$ cat src/hdl/thub_pkg.sv
package thub_pkg;

  // message kinds, same codes on the input and the output side
  localparam logic [2:0] K_NULL  = 3'd0;
  localparam logic [2:0] K_START = 3'd1;
  localparam logic [2:0] K_ADDR  = 3'd2;
  localparam logic [2:0] K_DATA  = 3'd3;
  localparam logic [2:0] K_ACK   = 3'd4;
  localparam logic [2:0] K_NACK  = 3'd5;
  localparam logic [2:0] K_CLK   = 3'd6;
  localparam logic [2:0] K_STOP  = 3'd7;

  localparam int MAX_LINKS_DEFAULT = 8;
  localparam int QUEUE_DEPTH       = 2;
  localparam logic [3:0] ACTIVE_LINKS_RESET = 4'd2;

  typedef struct packed {
    logic [2:0] source_link;
    logic [2:0] command;
    logic [7:0] address_byte;
    logic [7:0] data_byte;
  } thub_in_t;

  typedef struct packed {
    logic [7:0] target_mask;
    logic [2:0] out_kind;
    logic [7:0] out_address;
    logic [7:0] out_data;
  } thub_out_t;

  typedef struct packed {
    logic [2:0] kind;
    logic [7:0] addr;
    logic [7:0] data;
  } thub_msg_t;

  // what an item does if it opens an exchange
  typedef enum logic [1:0] {
    CL_CLEAR,
    CL_XFER,
    CL_ADDR,
    CL_OTHER
  } thub_class_t;

  typedef struct packed {
    logic [2:0]  src;
    thub_msg_t   msg;
    thub_class_t cls;
    logic        is_nack;
    logic        addr_zero;
  } thub_item_t;

  typedef enum logic [1:0] {
    BK_IDLE,
    BK_SCAN,
    BK_LAST
  } thub_state_t;

  typedef struct packed {
    logic pop;
    logic rd_issue;
    logic load_arb;
  } thub_ctrl_t;

endpackage

$ cat src/hdl/thub_front.sv
module thub_front (
  input  logic               valid,
  output logic               ready,
  input  thub_pkg::thub_in_t item,
  input  logic [3:0]         links,
  input  logic               q_full,
  output logic               push,
  output thub_pkg::thub_item_t push_item
);

  logic active;

  // senders at or above the link count are dropped here
  assign active = {1'b0, item.source_link} < links;
  assign ready  = !q_full;
  assign push   = valid && !q_full && active;

  always_comb begin
    push_item.src       = item.source_link;
    push_item.msg.kind  = item.command;
    push_item.msg.addr  = item.address_byte;
    push_item.msg.data  = item.data_byte;
    push_item.is_nack   = item.command == thub_pkg::K_NACK;
    push_item.addr_zero = item.address_byte == 8'h00;
    unique case (item.command) inside
      thub_pkg::K_START, thub_pkg::K_STOP: push_item.cls = thub_pkg::CL_CLEAR;
      thub_pkg::K_DATA, thub_pkg::K_CLK:   push_item.cls = thub_pkg::CL_XFER;
      thub_pkg::K_ADDR:                    push_item.cls = thub_pkg::CL_ADDR;
      default:                             push_item.cls = thub_pkg::CL_OTHER;
    endcase
  end

endmodule

$ cat src/hdl/thub_queue.sv
module thub_queue (
  input  logic                 clk,
  input  logic                 rst,
  input  logic                 push,
  input  thub_pkg::thub_item_t push_item,
  output logic                 full,
  input  logic                 pop,
  output logic                 valid,
  output thub_pkg::thub_item_t item
);

  localparam int QD = thub_pkg::QUEUE_DEPTH;
  localparam int PW = (QD > 1) ? $clog2(QD) : 1;
  localparam int CW = $clog2(QD + 1);

  thub_pkg::thub_item_t slots [QD];
  logic [PW-1:0] wr_ptr;
  logic [PW-1:0] rd_ptr;
  logic [CW-1:0] count;

  assign full  = count == CW'(QD);
  assign valid = count != '0;
  assign item  = slots[rd_ptr];

  always_ff @(posedge clk) begin
    if (push) begin
      slots[wr_ptr] <= push_item;
    end
  end

  always_ff @(posedge clk) begin
    if (rst) begin
      wr_ptr <= '0;
      rd_ptr <= '0;
      count  <= '0;
    end else begin
      if (push) begin
        wr_ptr <= (wr_ptr == PW'(QD - 1)) ? '0 : wr_ptr + PW'(1);
      end
      if (pop) begin
        rd_ptr <= (rd_ptr == PW'(QD - 1)) ? '0 : rd_ptr + PW'(1);
      end
      if (push && !pop) begin
        count <= count + CW'(1);
      end else if (pop && !push) begin
        count <= count - CW'(1);
      end
    end
  end

endmodule

$ cat src/hdl/thub_back.sv
module thub_back #(
  parameter int MAX_LINKS = thub_pkg::MAX_LINKS_DEFAULT
) (
  input  logic                 clk,
  input  logic                 rst,
  input  logic [3:0]           links,
  input  logic                 q_valid,
  input  thub_pkg::thub_item_t item,
  output logic                 pop,
  output logic                 out_valid,
  input  logic                 out_ready,
  output thub_pkg::thub_out_t  out_item
);

  localparam int LW = (MAX_LINKS > 1) ? $clog2(MAX_LINKS) : 1;

  thub_pkg::thub_state_t state;
  thub_pkg::thub_state_t state_next;
  thub_pkg::thub_ctrl_t  ctrl;

  // link message store
  thub_pkg::thub_msg_t mem [MAX_LINKS];
  logic [MAX_LINKS-1:0] vld;
  thub_pkg::thub_msg_t rd_data;
  logic                rd_vld;

  // exchange state
  logic [2:0]          origin;
  logic [3:0]          expected;
  logic [3:0]          received;
  logic                gcall;
  logic [3:0]          gc_nacks;
  thub_pkg::thub_msg_t cmd;

  logic [2:0]          origin_next;
  logic [3:0]          expected_next;
  logic [3:0]          received_next;
  logic                gcall_next;
  logic [3:0]          gc_nacks_next;
  thub_pkg::thub_msg_t cmd_next;
  logic                complete;
  logic                opening;
  thub_pkg::thub_out_t open_res;

  // scan
  logic [LW-1:0]       scan_idx;
  logic                chk_valid;
  logic [LW-1:0]       chk_idx;
  logic                found;
  thub_pkg::thub_msg_t found_msg;
  logic [7:0]          min_data;
  logic                found_next;
  thub_pkg::thub_msg_t found_msg_next;
  logic [7:0]          min_data_next;
  thub_pkg::thub_msg_t chk_msg;
  thub_pkg::thub_out_t arb_res;
  logic                scan_done;

  thub_pkg::thub_out_t res;
  logic                res_valid;

  assign pop       = ctrl.pop;
  assign out_valid = res_valid;
  assign out_item  = res;
  assign scan_done = 4'(scan_idx) == links - 4'd1;

  // next state
  always_comb begin
    state_next = state;
    unique case (state)
      thub_pkg::BK_IDLE: if (ctrl.pop && !opening && complete) state_next = thub_pkg::BK_SCAN;
      thub_pkg::BK_SCAN: if (scan_done) state_next = thub_pkg::BK_LAST;
      thub_pkg::BK_LAST: state_next = thub_pkg::BK_IDLE;
      default:           state_next = thub_pkg::BK_IDLE;
    endcase
  end

  // state outputs
  always_comb begin
    ctrl = '0;
    unique case (state)
      thub_pkg::BK_IDLE: ctrl.pop      = q_valid && !res_valid;
      thub_pkg::BK_SCAN: ctrl.rd_issue = 1'b1;
      thub_pkg::BK_LAST: ctrl.load_arb = 1'b1;
      default:           ctrl = '0;
    endcase
  end

  // item execution against the exchange state
  always_comb begin
    logic signed [4:0] need;
    logic signed [4:0] need_new;
    thub_pkg::thub_msg_t cmd_after;
    logic gc_hit;
    need     = $signed({1'b0, expected}) - $signed({1'b0, gc_nacks});
    need_new = need;
    opening  = !($signed({1'b0, received}) < need);
    origin_next   = origin;
    expected_next = expected;
    received_next = received;
    gcall_next    = gcall;
    gc_nacks_next = gc_nacks;
    cmd_next      = cmd;
    complete      = 1'b0;
    for (int i = 0; i < 8; i++) begin
      open_res.target_mask[i] = (4'(i) < links) && (3'(i) != item.src);
    end
    open_res.out_kind    = item.msg.kind;
    open_res.out_address = item.msg.addr;
    open_res.out_data    = item.msg.data;
    cmd_after = (item.src == origin) ? item.msg : cmd;
    gc_hit    = (cmd_after.kind == thub_pkg::K_ADDR) && gcall && item.is_nack;
    if (opening) begin
      received_next = 4'd0;
      origin_next   = item.src;
      cmd_next      = item.msg;
      unique case (item.cls)
        thub_pkg::CL_CLEAR: begin
          gcall_next    = 1'b0;
          gc_nacks_next = 4'd0;
          expected_next = 4'd0;
        end
        thub_pkg::CL_XFER: expected_next = gcall ? links - 4'd1 : 4'd1;
        thub_pkg::CL_ADDR: begin
          gcall_next    = item.addr_zero;
          expected_next = links - 4'd1;
        end
        default: expected_next = 4'd0;
      endcase
    end else begin
      cmd_next      = cmd_after;
      gc_nacks_next = gc_hit ? gc_nacks + 4'd1 : gc_nacks;
      received_next = gc_hit ? received : received + 4'd1;
      need_new = $signed({1'b0, expected}) - $signed({1'b0, gc_nacks_next});
      complete = $signed({1'b0, received_next}) == need_new;
    end
  end

  // arbitration step on the registered read
  always_comb begin
    chk_msg        = rd_vld ? rd_data : '0;
    found_next     = found;
    found_msg_next = found_msg;
    min_data_next  = min_data;
    if (chk_valid && (4'(chk_idx) != 4'(origin))) begin
      if (chk_msg.kind == thub_pkg::K_ACK && !found) begin
        found_next     = 1'b1;
        found_msg_next = chk_msg;
      end
      if (chk_msg.data < min_data) begin
        min_data_next = chk_msg.data;
      end
    end
    arb_res.target_mask = 8'(8'd1 << origin);
    unique case (cmd.kind) inside
      thub_pkg::K_ADDR, thub_pkg::K_DATA: begin
        if (found_next) begin
          arb_res.out_kind    = found_msg_next.kind;
          arb_res.out_address = found_msg_next.addr;
          arb_res.out_data    = found_msg_next.data;
        end else begin
          arb_res.out_kind    = thub_pkg::K_NACK;
          arb_res.out_address = cmd.addr;
          arb_res.out_data    = 8'h00;
        end
      end
      thub_pkg::K_CLK: begin
        arb_res.out_kind    = thub_pkg::K_DATA;
        arb_res.out_address = 8'h00;
        arb_res.out_data    = min_data_next;
      end
      default: begin
        arb_res.out_kind    = thub_pkg::K_NULL;
        arb_res.out_address = 8'h00;
        arb_res.out_data    = 8'h00;
      end
    endcase
  end

  // store write and registered read
  always_ff @(posedge clk) begin
    if (ctrl.pop) begin
      mem[LW'(item.src)] <= item.msg;
    end
    if (ctrl.rd_issue) begin
      rd_data <= mem[scan_idx];
      rd_vld  <= vld[scan_idx];
    end
  end

  always_ff @(posedge clk) begin
    if (rst) begin
      state     <= thub_pkg::BK_IDLE;
      vld       <= '0;
      origin    <= '0;
      expected  <= '0;
      received  <= '0;
      gcall     <= 1'b0;
      gc_nacks  <= '0;
      cmd       <= '0;
      res_valid <= 1'b0;
      chk_valid <= 1'b0;
      scan_idx  <= '0;
    end else begin
      state     <= state_next;
      chk_valid <= ctrl.rd_issue;
      if (ctrl.pop) begin
        vld[LW'(item.src)] <= 1'b1;
        origin   <= origin_next;
        expected <= expected_next;
        received <= received_next;
        gcall    <= gcall_next;
        gc_nacks <= gc_nacks_next;
        cmd      <= cmd_next;
        scan_idx <= '0;
      end else if (ctrl.rd_issue) begin
        scan_idx <= scan_idx + LW'(1);
      end
      if ((ctrl.pop && opening) || ctrl.load_arb) begin
        res_valid <= 1'b1;
      end else if (out_ready) begin
        res_valid <= 1'b0;
      end
    end
  end

  always_ff @(posedge clk) begin
    chk_idx <= scan_idx;
    if (ctrl.pop) begin
      found    <= 1'b0;
      min_data <= 8'hff;
    end else if (chk_valid) begin
      found     <= found_next;
      found_msg <= found_msg_next;
      min_data  <= min_data_next;
    end
    if (ctrl.pop && opening) begin
      res <= open_res;
    end else if (ctrl.load_arb) begin
      res <= arb_res;
    end
  end

endmodule

$ cat src/hdl/twi_message_bus_hub_top.sv
// message-level twi hub: an opening message is broadcast via the result register; replies
// are absorbed at one per cycle while no result waits and no scan runs; the reply that
// completes an exchange is answered after the one-link-per-cycle arbitration scan
// a two-entry queue parts the front from the back, so input is taken while a result waits
// rst is synchronous, active high: link store reads as null messages, counters cleared,
// link count back to 2
module twi_message_bus_hub_top #(
  parameter int MAX_LINKS = thub_pkg::MAX_LINKS_DEFAULT
) (
  input  logic                clk,
  input  logic                rst,
  input  logic                in_valid,
  output logic                in_ready,
  input  thub_pkg::thub_in_t  in_item,
  output logic                out_valid,
  input  logic                out_ready,
  output thub_pkg::thub_out_t out_item,
  input  logic                cfg_valid,
  output logic                cfg_ready,
  input  logic [3:0]          cfg_data
);

  localparam logic [4:0] MAXL = 5'(MAX_LINKS);

  // link count register and its saturated value
  logic [3:0] active_links;
  logic [3:0] links;

  // front to queue
  logic                 push;
  thub_pkg::thub_item_t push_item;
  logic                 q_full;

  // queue to back
  logic                 q_valid;
  logic                 pop;
  thub_pkg::thub_item_t q_item;

  // config transactions are always taken
  assign cfg_ready = 1'b1;

  always_ff @(posedge clk) begin
    if (rst) begin
      active_links <= thub_pkg::ACTIVE_LINKS_RESET;
    end else if (cfg_valid) begin
      active_links <= cfg_data;
    end
  end

  // clamp to 2 .. MAX_LINKS
  always_comb begin
    if ({1'b0, active_links} < 5'd2) begin
      links = 4'd2;
    end else if ({1'b0, active_links} > MAXL) begin
      links = MAXL[3:0];
    end else begin
      links = active_links;
    end
  end

  // front: accept and classify, drop messages from inactive senders
  thub_front u_front (
    .valid     (in_valid),
    .ready     (in_ready),
    .item      (in_item),
    .links     (links),
    .q_full    (q_full),
    .push      (push),
    .push_item (push_item)
  );

  // decoupling queue
  thub_queue u_queue (
    .clk       (clk),
    .rst       (rst),
    .push      (push),
    .push_item (push_item),
    .full      (q_full),
    .pop       (pop),
    .valid     (q_valid),
    .item      (q_item)
  );

  // back: exchange state, link store, arbitration and result register
  thub_back #(
    .MAX_LINKS (MAX_LINKS)
  ) u_back (
    .clk       (clk),
    .rst       (rst),
    .links     (links),
    .q_valid   (q_valid),
    .item      (q_item),
    .pop       (pop),
    .out_valid (out_valid),
    .out_ready (out_ready),
    .out_item  (out_item)
  );

endmodule

$ cat config.mk
export PLATFORM = sky130hd
export DESIGN_NAME = twi_message_bus_hub_top
export DESIGN_NICKNAME = d
export VERILOG_FILES = /design/src/hdl/thub_pkg.sv /design/src/hdl/thub_front.sv /design/src/hdl/thub_queue.sv /design/src/hdl/thub_back.sv /design/src/hdl/twi_message_bus_hub_top.sv
export SDC_FILE = /design/constraint.sdc
export NUM_CORES = 1
export LEC_CHECK = 0
export ABC_AREA = 1
export ABC_CLOCK_PERIOD_IN_PS = 5600
export CORE_ASPECT_RATIO = 0.8
export CORE_MARGIN = 10
export CORE_UTILIZATION = 40
export CTS_CLUSTER_SIZE = 10
export DETAILED_ROUTE_END_ITERATION = 10
export DONT_BUFFER_PORTS = 1
export HOLD_SLACK_MARGIN = 0.08
export PLACE_DENSITY = 0.55
export SYNTH_ARGS = -nofsm -noshare
export SYNTH_HDL_FRONTEND = slang
export SYNTH_SLANG_ARGS = --single-unit
$ cat constraint.sdc
create_clock -name clk -period 5.6 [get_ports clk]
set_clock_uncertainty 0.15 [all_clocks]
set_input_delay 1.68 -clock clk [delete_from_list [all_inputs] [get_ports clk]]
set_output_delay 1.68 -clock clk [all_outputs]
set_load 0.01 [all_outputs]
# Word-level counts from Yosys, hierarchy flattened

Memories as Yosys holds them, arrays and structs flattened. A register that Yosys moved wholly into a read port is not among the register bits.
Index checks and enable logic that the tools add are counted.

Memories kept: 2
Input port bits: 31
Output and inout port bits: 30
Bits in writable memories: 204
Logic and storage cells: 184
Flip-flop bits (word level): 109

Shift-type cells: 1
Add/subtract/negate cells: 10
Reductions and logical operators: 48
Bitwise operators: 3
Order comparisons: 16
Equal/unequal tests: 30
Muxes and demuxes: 47

Memories:

| name          | depth | bits a word | read ports | clocked after memory_dff | write ports | line             | text |
|---|---|---|---|---|---|---|---|
| u_back.mem    | 8     | 19          | 1          | 1                        | 1           | thub_back.sv:22  | `thub_pkg::thub_msg_t mem [MAX_LINKS];` |
| u_queue.slots | 2     | 26          | 1          | 1                        | 1           | thub_queue.sv:16 | `thub_pkg::thub_item_t slots [QD];` |

Operators by type and width:

| kind                | count |
|---|---|
| $mux 19             | 6 |
| $mux 27             | 2 |
| $pmux 19 s2         | 1 |
| $mux 4              | 8 |
| $logic_and 1x1->1   | 21 |
| $mux 1              | 18 |
| $lt 3x4->1 const A  | 4 |
| $mux 8              | 2 |
| $eq 3x2->1 const B  | 5 |
| $eq 3x3->1 const B  | 5 |
| $ne 3x3->1 const A  | 4 |
| $reduce_bool 2->1   | 6 |
| $reduce_and 2->1    | 5 |
| $sub 4x4->5         | 2 |
| $add 4x1->4 const B | 2 |
| $logic_not 8->1     | 1 |
| $lt 1x4->1 const A  | 2 |
| $lt 2x4->1 const A  | 2 |
| $lt 3x4->1 const B  | 2 |
| $lt 8x8->1          | 1 |
| $mux 2              | 4 |
| $or 8x8->8          | 1 |
| $pmux 4 s2          | 1 |
| $reduce_or 2->1     | 4 |
| other kinds (33)    | 46 |

# Logic depth before layout (Yosys ltp)

Depth in word-level cells: 12
Depth in mapped cells: 24
Mapped depth without buffers: 23

# Hierarchy

Synthesis repeated with hierarchy kept, for this count alone.

Cell total of the unflattened synthesis: 1352
Area total of the unflattened synthesis: 14651.6 sq um

Modules (own cells, without submodules):

| module                  | sequential area each (sq um) | instances | cells each | area an instance (sq um) |
|---|---|---|---|---|
| thub_back               | 7627.3                       | 1         | 1149       | 11920.2 |
| thub_queue              | 1661.6                       | 1         | 114        | 2207.1 |
| thub_front              | 0.0                          | 1         | 53         | 311.5 |
| twi_message_bus_hub_top | 80.1                         | 1         | 36         | 212.7 |

# Worst setup path before layout

Ideal clock, no wire load.

Path type: input port to flip-flop
Start point: input in_item[20] in the netlist's numbering
End point: memory u_queue.slots[1][0] in the netlist's numbering (enable)
Path slack: 1532 ps
Path buffers: 0
Stages on the path: 7
Arrival time: 3507 ps
Required time: 5040 ps
Setup time: 410 ps
Cell sequence: ha_1 > o21ai_0 > nand2_1 > a21oi_1 > o21a_1 > nand2_1 > nor2_1

Longest elaborated chain between the ends: 4

Ends and longest elaborated chain:

| what                         | line                          | text |
|---|---|---|
| start, declared              | twi_message_bus_hub_top.sv:14 | `input thub_pkg::thub_in_t in_item,` |
| $lt 3x4->1                   | thub_front.sv:14              | `assign active = {1'b0, item.source_link} < links;` |
| $logic_and 1x1->1            | thub_front.sv:16              | `assign push = valid && !q_full && active;` |
| $mux 1                       | thub_queue.sv:26              | `if (push) begin` |
| $mux 1 (implied by the code) | thub_queue.sv:27              | `slots[wr_ptr] <= push_item;` |
| end, declared                | thub_queue.sv:16              |  |

Every way passes these cells.

# Worst setup path after layout

Start point: register u_back.gc_nacks[0]
End point: register u_back.res, in the netlist u_back.out_item[12] (enable)

Longest elaborated chain between the ends: 5

Ends and longest elaborated chain:

| what                        | line             | text |
|---|---|---|
| start, declared             | thub_back.sv:32  | `logic [3:0] gc_nacks;` |
| start signal, assigned      | thub_back.sv:213 | `gc_nacks <= gc_nacks_next;` |
| $sub 4x4->5                 | thub_back.sv:95  | `need = $signed({1'b0, expected}) - $signed({1'b0, gc_nacks});` |
| $lt 5x5->1                  | thub_back.sv:97  | `opening = !($signed({1'b0, received}) < need);` |
| $logic_not 1->1             | thub_back.sv:97  |  |
| $logic_and 1x1->1           | thub_back.sv:237 | `if (ctrl.pop && opening) begin` |
| $reduce_bool 2->1 (no line) | -                |  |
| end signal, assigned        | thub_back.sv:238 | `res <= open_res;` |
| end signal, assigned        | thub_back.sv:240 | `res <= arb_res;` |
| end, declared               | thub_back.sv:59  | `thub_pkg::thub_out_t res;` |

Every way passes these cells.
A chain may end at the register's enable or synchronous reset.

==> flow_summary.ini <==
[power]
leakage_nw = 5.96
vdd_drop_max_v = 0.000291
power_per_cell_area_mw_per_mm2 = 480

[timing]
whs_ns = 0.320
finalSetupViolations = 0
slew_headroom_pct = 20.9
drv_slew = 0
fin_tns_setup_ns = 0
finalHoldViolations = 0
fmax_mhz = 262
rsz0062_at_grt = no
min_period_ns = 3.82
finalCritPeriodShare_pct = 68.3
tightest_slew_ns = 1.18

[floorplanning]
die_area_mm2 = 0.0435
initial_core_util_pct = 40.8
die_x_um = 231
rows = 61
pin_count = 61
fp.coreArea_mm2 = 0.0349
dieHeight_um = 189

[cells_and_area]
multiInputGateArea_mm2 = 0.00424
final_common_cell = edfxtp_1
layout_common_cells = edfxtp_1 (270), nand2_1 (229), nor2_1 (198)
n_antenna_cell = 0
drive_gt1_share_pct = 7.12
fin_cells = 1834
nFillCells = 3236
seqCellArea_mm2 = 0.00937
fin_nets = 1403
syn2layout_area_growth_pct = 11.4

[synthesis]
syn_nets = 1404
yosysTopAreaCell = edfxtp_1
synth-seq-area-share_pct = 65.9
yosysWarnings = 0
syn_area_per_cell_um2 = 10.6
synth_area_leaders = edfxtp_1 (57%), dfxtp_1 (8.9%), nand2_1 (6.0%)
ys_async_sr_fraction_pct = 0
synth-main-ff-cell = edfxtp_1
ys_types = 43
netlist.area_leader.share_pct = 57.0
netlist_area_mm2 = 0.0142
synth_edf_count = 270
synth_seq_cells = 333
syn_inst = 1340

[route]
drt-total-wl_mm = 37.0
remaining_drc_errors = 0
post_drt_wl_per_cell_um = 20.2
dr_wl_met3_mm = 2.95
detail-route-antenna-nets = 0
vias = 9509
drt_first_pass_iters = 6
highest_layer = met4
viasPerCell = 5.18
met2_length_mm = 15.6
initialDrtViolationCount = 989
wl_met1_mm = 17.6

[worst_setup_path]
reg2reg_depth = 13
path_class = flop to flop
cp.arrival_ns = 3.81
timing.rr.end = u_back.out_item[12]
critPathBufInv = 4
max_stage_delay_ns = 0.89
rrSetupSlack_ns = 1.78
cp-start-kind = flop
critPathTopFamily = buffers and inverters
cp.depth = 13
timing.rr.start = u_back.gc_nacks[0]
critPathCapture = u_back.out_item[12]
path_cells = ha_1 > inv_1 > fa_1 > inv_1 > ha_1 > o21a_1 > o21a_1 > o21ai_1 > nand2_1 > nand2_1 > inv_2 > a21oi_1 > inv_1
cpMaxStageDelayCell = inv_1
critPathLaunch = u_back.gc_nacks[0]
cpMostUsedCell = inv_1
cp.required_ns = 5.59
end_kind = flop
critPathMaxFanout = 27

[grt]
grt_pass1_wl_mm = 57.1
grt_usage_pct = 17.0
grt_pass1_vias = 9274
grt_max_degree = 83
grt-ovfl-total = 0
antenna_found_initial = 1

[clock_network]
clk_latency_ns = 0.53
post_cts_resized = 0
cts_tree = built
clk_pin_slew_ns = 0.06
clock_path_buffers = 3
cts.sinks = 333
cts_made_buffers = 39
cts-root-buf = clkbuf_16
holdBufCountCts = 0
cts_max_level = 2
cts_setup_buffers = 0

[outcome]
outcome = finished clean

[place]
io_buffer_count = 0
dp_hpwl_mm = 22.9
dp_cells = 1770
gp_congestion = 0.874

[flow_run]
maxCapViolCount = 0

[worst_hold_path]
timing.hold.worst.start = u_back.vld[3]
holdCritPathClass = flop to flop
[where the power goes]
part	leakage, nW	switching [W]	total, W	internal, W
sequential	2.98	0.000242	0.00358	0.00334
combinational	2.45	0.00134	0.00172	0.000389
clock	0.531	0.000950	0.00229	0.00134
total	5.96	0.00253	0.00760	0.00507
[flip-flops by register name, indices dropped and copies added (netlist names), 2 cells and up, named ones only]
name	flops
u_back.received	4
u_back.out_item	27
active_links	4
u_back.min_data	8
u_back.origin	3
u_back.rd_data	19
u_back.gc_nacks	4
u_back.mem	152
u_back.chk_idx	3
u_back.scan_idx	3
u_back.state	2
u_queue.count	2
u_back.found_msg	18
u_back.expected	4
u_back.cmd	11
u_back.vld	8
u_queue.slots	52
[layer usage]
metal	track usage (%)	up-vias
met2	24.5	306
met1	25.0	4541
li1	-	4611
met5	0	-
met4	4.95	0
met3	3.74	51
[tightest hold or removal path: cells and delay by family, from the launching register on]
| kind | cells | cell delay [ns] |
|---|---|---|
| AND/OR/NAND/NOR | 2 | 0.12 |
| flip-flops | 1 | 0.32 |
[synth_stat cells, drive strengths merged, types with 25 or more instances]
cell / n
o21ai: 151
clkbuf: 44
nand3: 56
inv: 109
ha: 31
nand2: 237
o22ai: 34
edfxtp: 270
a21oi: 35
nor2: 211
a31oi: 25
dfxtp: 63
[logic make-up (layout without fill, tap and decap cells)]
group	count (synthesis)	count (layout)	synth area share [%]
and+or+nand+nor	532	532	15.4
DFF	333	333	65.9
AOI/OAI and AO/OA	259	259	9.99
buffers and inverters	166	188	4.59
adders and majority gates	33	33	3.01
xor gates and xnor gates	16	16	1.04
other	1	1	0.0264
[through the flow]
step                      util (%)  total power (W)  area, um^2  setup slack, ns
after CTS                     45.4          0.00763       15800             1.77
after global placement        42.2          0.00532       14700             1.87
after detailed placement      42.2          0.00534       14700             1.80
final                         45.4          0.00760       15800             1.78
after global routing          45.4          0.00797       15800             1.51
after floorplan                  -          0.00465       14200             1.53
[cell type report]
cell class | instances | share of cell area, %
repair buffers | 14 | 0.664
inverters | 110 | 2.61
flip-flops and latches | 333 | 59.2
clock buffers | 63 | 7.00
multi-input cells | 841 | 26.8
well taps | 472 | 3.73
clock inverters | 1 | 0.0474
[how the worst min path moves through the flow]
stage / end / cells past startpoint
after floorplan: u_back.chk_idx[1] / 0
after global placement: u_back.vld[3] / 2
after detailed placement: u_back.vld[3] / 2
after CTS: u_back.vld[3] / 2
after global routing: u_back.vld[3] / 2
final: u_back.vld[3] / 2
Note: power is estimated with default switching activity, not from simulation.
